`config.mk`:
```
export PLATFORM = sky130hd
export DESIGN_NAME = event_rate_limiter_top
export DESIGN_NICKNAME = d
export VERILOG_FILES = /design/src/rtl/core/erl_pkg.sv /design/src/rtl/core/event_rate_limiter_top.sv /design/src/rtl/core/erl_refill.sv /design/src/rtl/core/erl_core.sv
export SDC_FILE = /design/constraint.sdc
export NUM_CORES = 2
export LEC_CHECK = 0
export ABC_AREA = 1
export BUFFER_PORTS_ARGS = -buffer_cell sky130_fd_sc_hd__clkbuf_2
export CORE_ASPECT_RATIO = 0.75
export CORE_MARGIN = 2
export CORE_UTILIZATION = 35
export CTS_CLUSTER_DIAMETER = 150
export DETAILED_ROUTE_END_ITERATION = 8
export GPL_ROUTABILITY_DRIVEN = 0
export HOLD_SLACK_MARGIN = 0.15
export SYNTH_ARGS = -nofsm -noshare
export SYNTH_HDL_FRONTEND = slang
export SYNTH_SLANG_ARGS = --single-unit
```
`constraint.sdc`:
```
create_clock -name clock -period 9.8 [get_ports clock]
set_input_delay 0.98 -clock clock [delete_from_list [all_inputs] [get_ports clock]]
set_output_delay 0.98 -clock clock [all_outputs]
set_load 0.02 [all_outputs]
```
`src/rtl/core/erl_pkg.sv`:
```
`default_nettype none
package erl_pkg;
   localparam int KeySlots = 8;
   localparam int SlotBits = (KeySlots > 1) ? $clog2(KeySlots) : 1;
   localparam int SlotCntBits = $clog2(KeySlots + 1);
   localparam logic [21:0] HourMs = 22'd3600000;
   localparam logic [9:0] TokenMilli = 10'd1000;
   // Ceiling of 2^32 / 225, exact for dividends below 2^24.
   localparam logic [24:0] Recip225 = 25'd19088744;

   localparam logic [1:0] ReasonPass = 2'd0;
   localparam logic [1:0] ReasonLowSev = 2'd1;
   localparam logic [1:0] ReasonDup = 2'd2;
   localparam logic [1:0] ReasonEmpty = 2'd3;

   localparam logic [1:0] RegKeyHold = 2'd0;
   localparam logic [1:0] RegRate = 2'd1;
   localparam logic [1:0] RegMinSev = 2'd2;

   typedef struct packed {
      logic        used;
      logic [15:0] code;
      logic [7:0]  valve;
      logic [31:0] stamp;
   } slot_type;

   typedef struct packed {
      logic [31:0] key_hold;
      logic [15:0] rate;
      logic [2:0]  min_sev;
   } cfg_type;
endpackage
`default_nettype wire

```
`src/rtl/core/event_rate_limiter_top.sv`:
```
`default_nettype none
// Token-bucket event limiter with a table of recently passed keys. Each event
// yields one result beat. An event passes in turn through the refill pipeline
// (division by 3600000 through reciprocal multiplication), a hand-over, a scan
// that reads each key slot in turn from the slot memory, a decide step, a send
// step and the result handshake. The next event is accepted only after the
// result beat has been taken, so a stalled receiver stalls the input.
// Registers: 0 key hold ms, 1 events per hour (writing it refills the bucket),
// 2 minimum severity.
module event_rate_limiter_top
   import erl_pkg::*;
(
   input  wire logic        clock,
   input  wire logic        reset,
   input  wire logic        req_tvalid,
   output logic             req_tready,
   input  wire logic [63:0] req_tdata,   // now_ms, event_code, valve, severity
   input  wire logic        req_tuser,   // calibration_outcome
   output logic             rsp_tvalid,
   input  wire logic        rsp_tready,
   output logic [39:0]      rsp_tdata,   // allowed, drop_reason, suppressed_total
   input  wire logic        csr_psel,
   input  wire logic        csr_penable,
   input  wire logic        csr_pwrite,
   input  wire logic [3:0]  csr_paddr,
   input  wire logic [31:0] csr_pwdata,
   output logic [31:0]      csr_prdata,
   output logic             csr_pready
);
   cfg_type cfg_ff;
   logic wr;
   logic [34:0] od;

   assign csr_pready = 1'b1;
   assign wr = csr_psel && csr_penable && csr_pwrite && csr_paddr[1:0] == 2'd0;

   always_ff @(posedge clock) begin
      if (reset) begin
         cfg_ff <= '{32'd60000, 16'd60, 3'd2};
      end else if (wr) begin
         case (csr_paddr[3:2])
            RegKeyHold: cfg_ff.key_hold <= csr_pwdata;
            RegRate: cfg_ff.rate <= csr_pwdata[15:0];
            RegMinSev: cfg_ff.min_sev <= csr_pwdata[2:0];
            default: ;
         endcase
      end
   end

   always_comb begin
      case (csr_paddr[3:2])
         RegKeyHold: csr_prdata = cfg_ff.key_hold;
         RegRate: csr_prdata = {16'd0, cfg_ff.rate};
         RegMinSev: csr_prdata = {29'd0, cfg_ff.min_sev};
         default: csr_prdata = '0;
      endcase
   end

   erl_core u_core (
      .clock(clock), .reset(reset), .cfg(cfg_ff),
      .rate_wr(wr && csr_paddr[3:2] == RegRate), .rate_new(csr_pwdata[15:0]),
      .in_valid(req_tvalid), .in_ready(req_tready),
      .in_data({req_tuser, req_tdata[58:0]}),
      .out_valid(rsp_tvalid), .out_ready(rsp_tready), .out_data(od)
   );
   assign rsp_tdata = {5'd0, od};
endmodule
`default_nettype wire

```
`src/rtl/core/erl_refill.sv`:
```
`default_nettype none
// Bucket refill in a pipeline. The elapsed time is split into whole
// periods of 3600 ms and a rest, so dividing elapsed * rate * 1000 + carry by
// 3600000 reduces to two divisions by 3600 and one conditional subtraction.
// An elapsed time of an hour or more always fills the bucket.
module erl_refill
   import erl_pkg::*;
(
   input  wire logic        clock,
   input  wire logic        reset,
   input  wire logic        start,
   input  wire logic [31:0] elapsed,
   input  wire logic [15:0] rate,
   input  wire logic [21:0] carry,
   output logic             done,
   output logic [41:0]      quotient,
   output logic [21:0]      remainder
);
   logic [5:0]  vld_ff;
   logic [21:0] e_ff;
   logic        sat_ff;
   logic [15:0] rate_ff;
   logic [21:0] carry_ff;
   logic [10:0] e1_ff;
   logic [11:0] e0_ff;
   logic [26:0] e1r_ff;
   logic [27:0] x2_ff;
   logic [16:0] q2_ff;
   logic [11:0] r2_ff;
   logic [26:0] qs_ff;
   logic [22:0] t_ff;
   logic [41:0] quo_ff;
   logic [21:0] rem_ff;
   logic [16:0] e1_full;
   logic [16:0] q2_full;
   logic [21:0] e0_full;
   logic [27:0] r2_full;
   logic [22:0] t_sub;
   logic        t_wrap;

   // x / 3600 is (x / 16) / 225, the latter by reciprocal multiplication.
   function automatic logic [16:0] div3600(input logic [27:0] x);
      logic [48:0] p;
      p = {25'd0, x[27:4]} * {24'd0, Recip225};
      return p[48:32];
   endfunction

   assign e1_full = div3600({6'd0, elapsed[21:0]});
   assign e0_full = e_ff - {11'd0, e1_ff} * 22'd3600;
   assign q2_full = div3600(x2_ff);
   assign r2_full = x2_ff - {11'd0, q2_ff} * 28'd3600;
   assign t_sub = t_ff - {1'b0, HourMs};
   assign t_wrap = t_ff >= {1'b0, HourMs};
   assign quotient = quo_ff;
   assign remainder = rem_ff;

   always_ff @(posedge clock) begin
      if (reset) begin
         vld_ff <= '0;
         done <= 1'b0;
      end else begin
         vld_ff <= {vld_ff[4:0], start};
         done <= vld_ff[5];
      end
   end

   always_ff @(posedge clock) begin
      if (start) begin
         e_ff <= elapsed[21:0];
         sat_ff <= elapsed >= {10'd0, HourMs};
         rate_ff <= rate;
         carry_ff <= carry;
         e1_ff <= e1_full[10:0];
      end
      e0_ff <= e0_full[11:0];
      e1r_ff <= {16'd0, e1_ff} * {11'd0, rate_ff};
      x2_ff <= {16'd0, e0_ff} * {12'd0, rate_ff};
      q2_ff <= q2_full;
      r2_ff <= r2_full[11:0];
      qs_ff <= e1r_ff + {10'd0, q2_ff};
      t_ff <= {11'd0, r2_ff} * {13'd0, TokenMilli} + {1'b0, carry_ff};
      if (vld_ff[5]) begin
         quo_ff <= sat_ff ? '1 : {15'd0, qs_ff} + {41'd0, t_wrap};
         rem_ff <= t_wrap ? t_sub[21:0] : t_ff[21:0];
      end
   end
endmodule
`default_nettype wire

```
`src/rtl/core/erl_core.sv`:
```
`default_nettype none
// Sequencer around the key slot memory: one slot read per cycle for expiry,
// match and victim choice, then, if the event passes, a single write of the chosen slot.
module erl_core
   import erl_pkg::*;
(
   input  wire logic        clock,
   input  wire logic        reset,
   input  wire cfg_type     cfg,
   input  wire logic        rate_wr,
   input  wire logic [15:0] rate_new,
   input  wire logic        in_valid,
   output logic             in_ready,
   input  wire logic [59:0] in_data,
   output logic             out_valid,
   input  wire logic        out_ready,
   output logic [34:0]      out_data
);
   typedef enum logic [2:0] {IDLE, REFILL, SCAN, DECIDE, SEND} state_type;
   state_type state_ff;

   slot_type mem [KeySlots];
   logic [KeySlots-1:0] used_ff;
   slot_type rd_ff;
   logic [SlotBits-1:0] rd_idx_ff;

   logic [31:0] now_ff, last_ff, cnt_sup_ff, best_age_ff;
   logic [15:0] code_ff;
   logic [7:0]  valve_ff;
   logic [2:0]  sev_ff;
   logic        calib_ff, dup_ff, free_ff, rd_v_ff;
   logic [25:0] tokens_ff;
   logic [21:0] carry_ff;
   logic [SlotBits-1:0] pick_ff, scan_ff;
   logic [SlotCntBits-1:0] seen_ff;
   logic        allowed_ff;
   logic [1:0]  reason_ff;
   logic        start_ff;

   logic        ref_done;
   logic [41:0] ref_q;
   logic [21:0] ref_r;
   logic [25:0] cap;
   logic [25:0] new_cap;
   logic [42:0] tok_sum;
   logic [31:0] age;
   logic        live;

   assign cap = {10'd0, cfg.rate} * {16'd0, TokenMilli};
   // The rate register takes the new value at the same edge, so the new
   // capacity comes from the written data.
   assign new_cap = {10'd0, rate_new} * {16'd0, TokenMilli};
   assign tok_sum = {17'd0, tokens_ff} + {1'b0, ref_q};
   assign age = now_ff - rd_ff.stamp;
   assign live = used_ff[rd_idx_ff] && (age >= cfg.key_hold ? 1'b0 : 1'b1);

   erl_refill u_refill (
      .clock(clock), .reset(reset), .start(start_ff), .elapsed(now_ff - last_ff),
      .rate(cfg.rate), .carry(carry_ff), .done(ref_done), .quotient(ref_q),
      .remainder(ref_r)
   );

   assign in_ready = (state_ff == IDLE) && !out_valid;

   always_ff @(posedge clock) begin
      rd_ff <= mem[scan_ff];
      rd_idx_ff <= scan_ff;
      if (state_ff == DECIDE && reason_ff == ReasonPass && !dup_ff
          && tokens_ff >= 26'(TokenMilli)) begin
         mem[pick_ff] <= '{1'b1, code_ff, valve_ff, now_ff};
      end
   end

   always_ff @(posedge clock) begin
      start_ff <= 1'b0;
      if (reset) begin
         state_ff <= IDLE;
         used_ff <= '0;
         tokens_ff <= 26'd60000;
         carry_ff <= '0;
         last_ff <= '0;
         cnt_sup_ff <= '0;
         out_valid <= 1'b0;
      end else begin
         if (out_valid && out_ready) out_valid <= 1'b0;
         if (rate_wr) begin
            tokens_ff <= new_cap;
            carry_ff <= '0;
         end
         case (state_ff)
            IDLE: begin
               if (in_valid && in_ready) begin
                  {calib_ff, sev_ff, valve_ff, code_ff, now_ff} <= in_data;
                  start_ff <= 1'b1;
                  state_ff <= REFILL;
               end
            end
            REFILL: begin
               if (ref_done) begin
                  last_ff <= now_ff;
                  if (tok_sum >= {17'd0, cap}) begin
                     tokens_ff <= cap;
                     carry_ff <= '0;
                  end else begin
                     tokens_ff <= tok_sum[25:0];
                     carry_ff <= ref_r;
                  end
                  scan_ff <= '0;
                  seen_ff <= '0;
                  rd_v_ff <= 1'b0;
                  dup_ff <= 1'b0;
                  free_ff <= 1'b0;
                  pick_ff <= '0;
                  best_age_ff <= '0;
                  state_ff <= SCAN;
               end
            end
            SCAN: begin
               if (scan_ff != SlotBits'(KeySlots - 1)) scan_ff <= scan_ff + 1'b1;
               rd_v_ff <= 1'b1;
               if (rd_v_ff) begin
                  seen_ff <= seen_ff + 1'b1;
                  if (!live) used_ff[rd_idx_ff] <= 1'b0;
                  if (live && rd_ff.code == code_ff && rd_ff.valve == valve_ff)
                     dup_ff <= 1'b1;
                  if (!free_ff) begin
                     if (!live) begin
                        free_ff <= 1'b1;
                        pick_ff <= rd_idx_ff;
                     end else if (seen_ff == '0 || age > best_age_ff) begin
                        pick_ff <= rd_idx_ff;
                        best_age_ff <= age;
                     end
                  end
                  if (seen_ff == SlotCntBits'(KeySlots - 1)) begin
                     reason_ff <= (sev_ff < cfg.min_sev && !calib_ff) ? ReasonLowSev
                                                                        : ReasonPass;
                     state_ff <= DECIDE;
                  end
               end
            end
            DECIDE: begin
               if (reason_ff == ReasonPass) begin
                  if (dup_ff) begin
                     reason_ff <= ReasonDup;
                     cnt_sup_ff <= cnt_sup_ff + 32'd1;
                  end else if (tokens_ff < 26'(TokenMilli)) begin
                     reason_ff <= ReasonEmpty;
                     cnt_sup_ff <= cnt_sup_ff + 32'd1;
                  end else begin
                     tokens_ff <= tokens_ff - 26'(TokenMilli);
                     used_ff[pick_ff] <= 1'b1;
                  end
               end
               state_ff <= SEND;
            end
            SEND: begin
               allowed_ff <= (reason_ff == ReasonPass);
               out_valid <= 1'b1;
               state_ff <= IDLE;
            end
            default: state_ff <= IDLE;
         endcase
      end
   end

   assign out_data = {cnt_sup_ff, reason_ff, allowed_ff};

`ifndef SYNTH
   a_carry: assert property (@(posedge clock) disable iff (reset)
      carry_ff < HourMs) else $error("refill carry out of range");
   a_tok: assert property (@(posedge clock) disable iff (reset)
      (state_ff == IDLE) |-> tokens_ff <= cap) else $error("bucket above capacity");
   a_hs: assert property (@(posedge clock) disable iff (reset)
      (in_valid && in_ready) |=> state_ff == REFILL) else $error("accept lost");
`endif
endmodule
`default_nettype wire
```
==> qor.yml <==
cts_buffer_depth: 3
synth_area_leaders: "edfxtp_1, fa_1, ha_1, dfxtp_1, inv_1"
drt_iter0_drc: 5723
layout_common_cells: "inv_1, nand2_1, ha_1, nor2_1, fa_1"
core_um2: 234000
period_minus_slack_ns: 8.14
setup_viol: 0
postCtsSetupBuffers: 0
synth_cells: 9077
port-buffer-count: 171
antenna_found_initial: 6
synth_edf_count: 669
cp.arrival_ns: 8.69
critical_path_class: "flop to flop"
maxCapViolations: 0
max_freq_ghz: 0.123
max_slew_margin: 0.199
ant_nets: 0
fin_crit_sh: 0.830
grt_usage: 0.186
rr_worst_depth: 25
drive_above_1_share: 0.0497
num_io_pins: 183
synth_top_area_share: 0.244
skew_ns: 0.0979
grt_pass1_wl_mm: 352
area_delta_synth_final_pct: 9.37
firstDrtPassIters: 8
rows: 154
hpwl_mm: 170
path_clk_slew_ns: 0.08
async_flop_share: 0
grt_start_max_net_pins: 102
cts_tree: "done"
routed_via_density: 5.09
syn_avg_cell_area_um2: 9.06
slew_viol_final: 0
hold_buffers: 0
grt_pass1_vias: 61182
cp_max_fo: 11
cts_num_sinks: 1057
timing.rr.start: "u_core.now_ff[6]"
mostFrequentLayoutCell: "inv_1"
nets: 10869
status: "finished, final reports clean"
crit_start: "u_core.now_ff[6]"
synth-seq-cells: 1057
syn-cell-area_um2: 82200
cts_buffers: 99
cp_data_required_time_ns: 10.35
insertion_delay_ns: 0.77
worstMarginPinSlew_ns: 1.20
cp-start-kind: "flop"
synth_ff_type: "edfxtp_1"
dieWidth_um: 564
yosysWarnings: 0
min_path_cells: 0
cts_root_buffer: "clkbuf_16"
wl_mm: 224
min_from: "u_core.u_refill.x2_ff[0]"
initial_core_util: 0.351
drc: 0
grt_overflow: 0
yosysSeqAreaShare: 0.339
synth_cell_types: 66
synth_top_area_cell: "edfxtp_1"
die_h_um: 424
hold_class: "flop to flop"
cts-resized-gates: 0
die-area_um2: 239000
wire_per_inst_um: 18.1
htree_levels: 3
tns_ns: 0
hold_viol_final: 0
rsz0062_at_grt: "no"
critPathCaptureType: "flop"
vias: 62953
## area by class of cell
| class | instances | area (um^2) |
|---|---|---|
| fill | 23144 | 144000 |
| multi-input combinational | 6181 | 47400 |
| sequential | 1057 | 27900 |
| inverter | 1590 | 5980 |
| tap | 3120 | 3900 |
| clock buffer | 142 | 2790 |
| timing repair buffer | 234 | 1350 |
| clock inverter | 44 | 572 |
| antenna | 1 | 2.50 |
## path summary, 6_finish.rpt
check	slack, ns	endpoint
max	1.66	u_core.u_refill.e1_ff[6]
min reg2reg	0.32	u_core.u_refill.r2_ff[0]
min	0.32	u_core.u_refill.r2_ff[0]
max reg2reg	1.66	u_core.u_refill.e1_ff[6]
## kinds of logic (layout without fill, tap and decap cells)
kind of cell               after synthesis  after routing  synth area share
DFF                                   1057           1057             0.339
other                                    2              7         0.0000914
AOI/OAI and AO/OA                     1498           1498            0.0995
buffers and inverters                 1843           2010            0.0850
muxes                                    1              1          0.000122
and+or+nand+nor                       2758           2758             0.138
adders and majority gates             1598           1598             0.305
xor gates and xnor gates               320            320            0.0341
## worst max-delay path, cell delays in order (launching register included)
cell and delay, ns:
edfxtp_1 0.58, ha_1 0.46, a21oi_1 0.19, a21boi_0 0.34, nand2_1 0.22, a21oi_1 0.30, o21ai_0 0.14, xor2_1 0.74
inv_1 0.24, fa_1 0.58, fa_1 0.53, fa_1 0.55, inv_1 0.06, fa_1 0.54, inv_1 0.06, fa_1 0.56
inv_1 0.05, ha_1 0.32, nand2_1 0.10, nor2_1 0.15, nand2_1 0.10, or2_2 0.30, o21ai_0 0.45, nand2_1 0.12
nand2_1 0.10, xor2_1 0.20
## sequential cells by signal, summed over array words and instances (netlist names), 16 cells and up
| name | flops |
|---|---|
| u_core.last_ff | 32 |
| u_core.best_age_ff | 32 |
| u_core.code_ff | 16 |
| u_core.carry_ff | 22 |
| u_core.u_refill.qs_ff | 27 |
| u_core.rd_ff | 56 |
| u_core.u_refill.carry_ff | 22 |
| u_core.now_ff | 32 |
| u_core.u_refill.quotient | 29 |
| u_core.u_refill.x2_ff | 28 |
| u_core.u_refill.t_ff | 23 |
| u_core.cnt_sup_ff | 32 |
| u_core.mem | 448 |
| cfg_ff | 51 |
| u_core.u_refill.rate_ff | 16 |
| u_core.u_refill.remainder | 22 |
| u_core.u_refill.e1r_ff | 27 |
| u_core.tokens_ff | 26 |
| u_core.u_refill.q2_ff | 17 |
## through the flow
| step | std cells | hold WS (ns) | setup slack, ns | util | instance area [um^2] |
|---|---|---|---|---|---|
| 4_1_cts | 12367 | 0.321 | 1.78 | 0.384 | 89900 |
| 5_1_grt | 12368 | 0.332 | 1.21 | 0.384 | 89900 |
| 3_3_place_gp | 12181 | 0.314 | 1.82 | 0.370 | 86500 |
| 3_5_place_dp | 12181 | 0.313 | 1.84 | 0.370 | 86500 |
| 6_report | 12369 | 0.322 | 1.66 | 0.384 | 89900 |
| 2_1_floorplan | 9081 | 0.310 | 2.20 | - | 82200 |
## routing by layer
| metal | GRT usage | vias up | share of wire |
|---|---|---|---|
| li1 | - | 29803 | - |
| met1 | 0.284 | 30922 | 0.49 |
| met2 | 0.281 | 2028 | 0.43 |
| met3 | 0.0292 | 198 | 0.075 |
| met4 | 0.0272 | 2 | 0.013 |
| met5 | 0 | - | 0.000040 |
## synthesized netlist by cell type, drive strengths merged, types with 101 or more instances
library cell / n
nand3: 234
nand2: 1394
xor2: 198
clkbuf: 217
a21oi: 583
nor2: 878
nor3: 101
fa: 674
edfxtp: 669
xnor2: 122
inv: 1584
dfxtp: 388
o21ai: 590
ha: 924
Power is not shown: default switching activity piles up to over one toggle a cycle in this logic, so the estimate is an artifact.
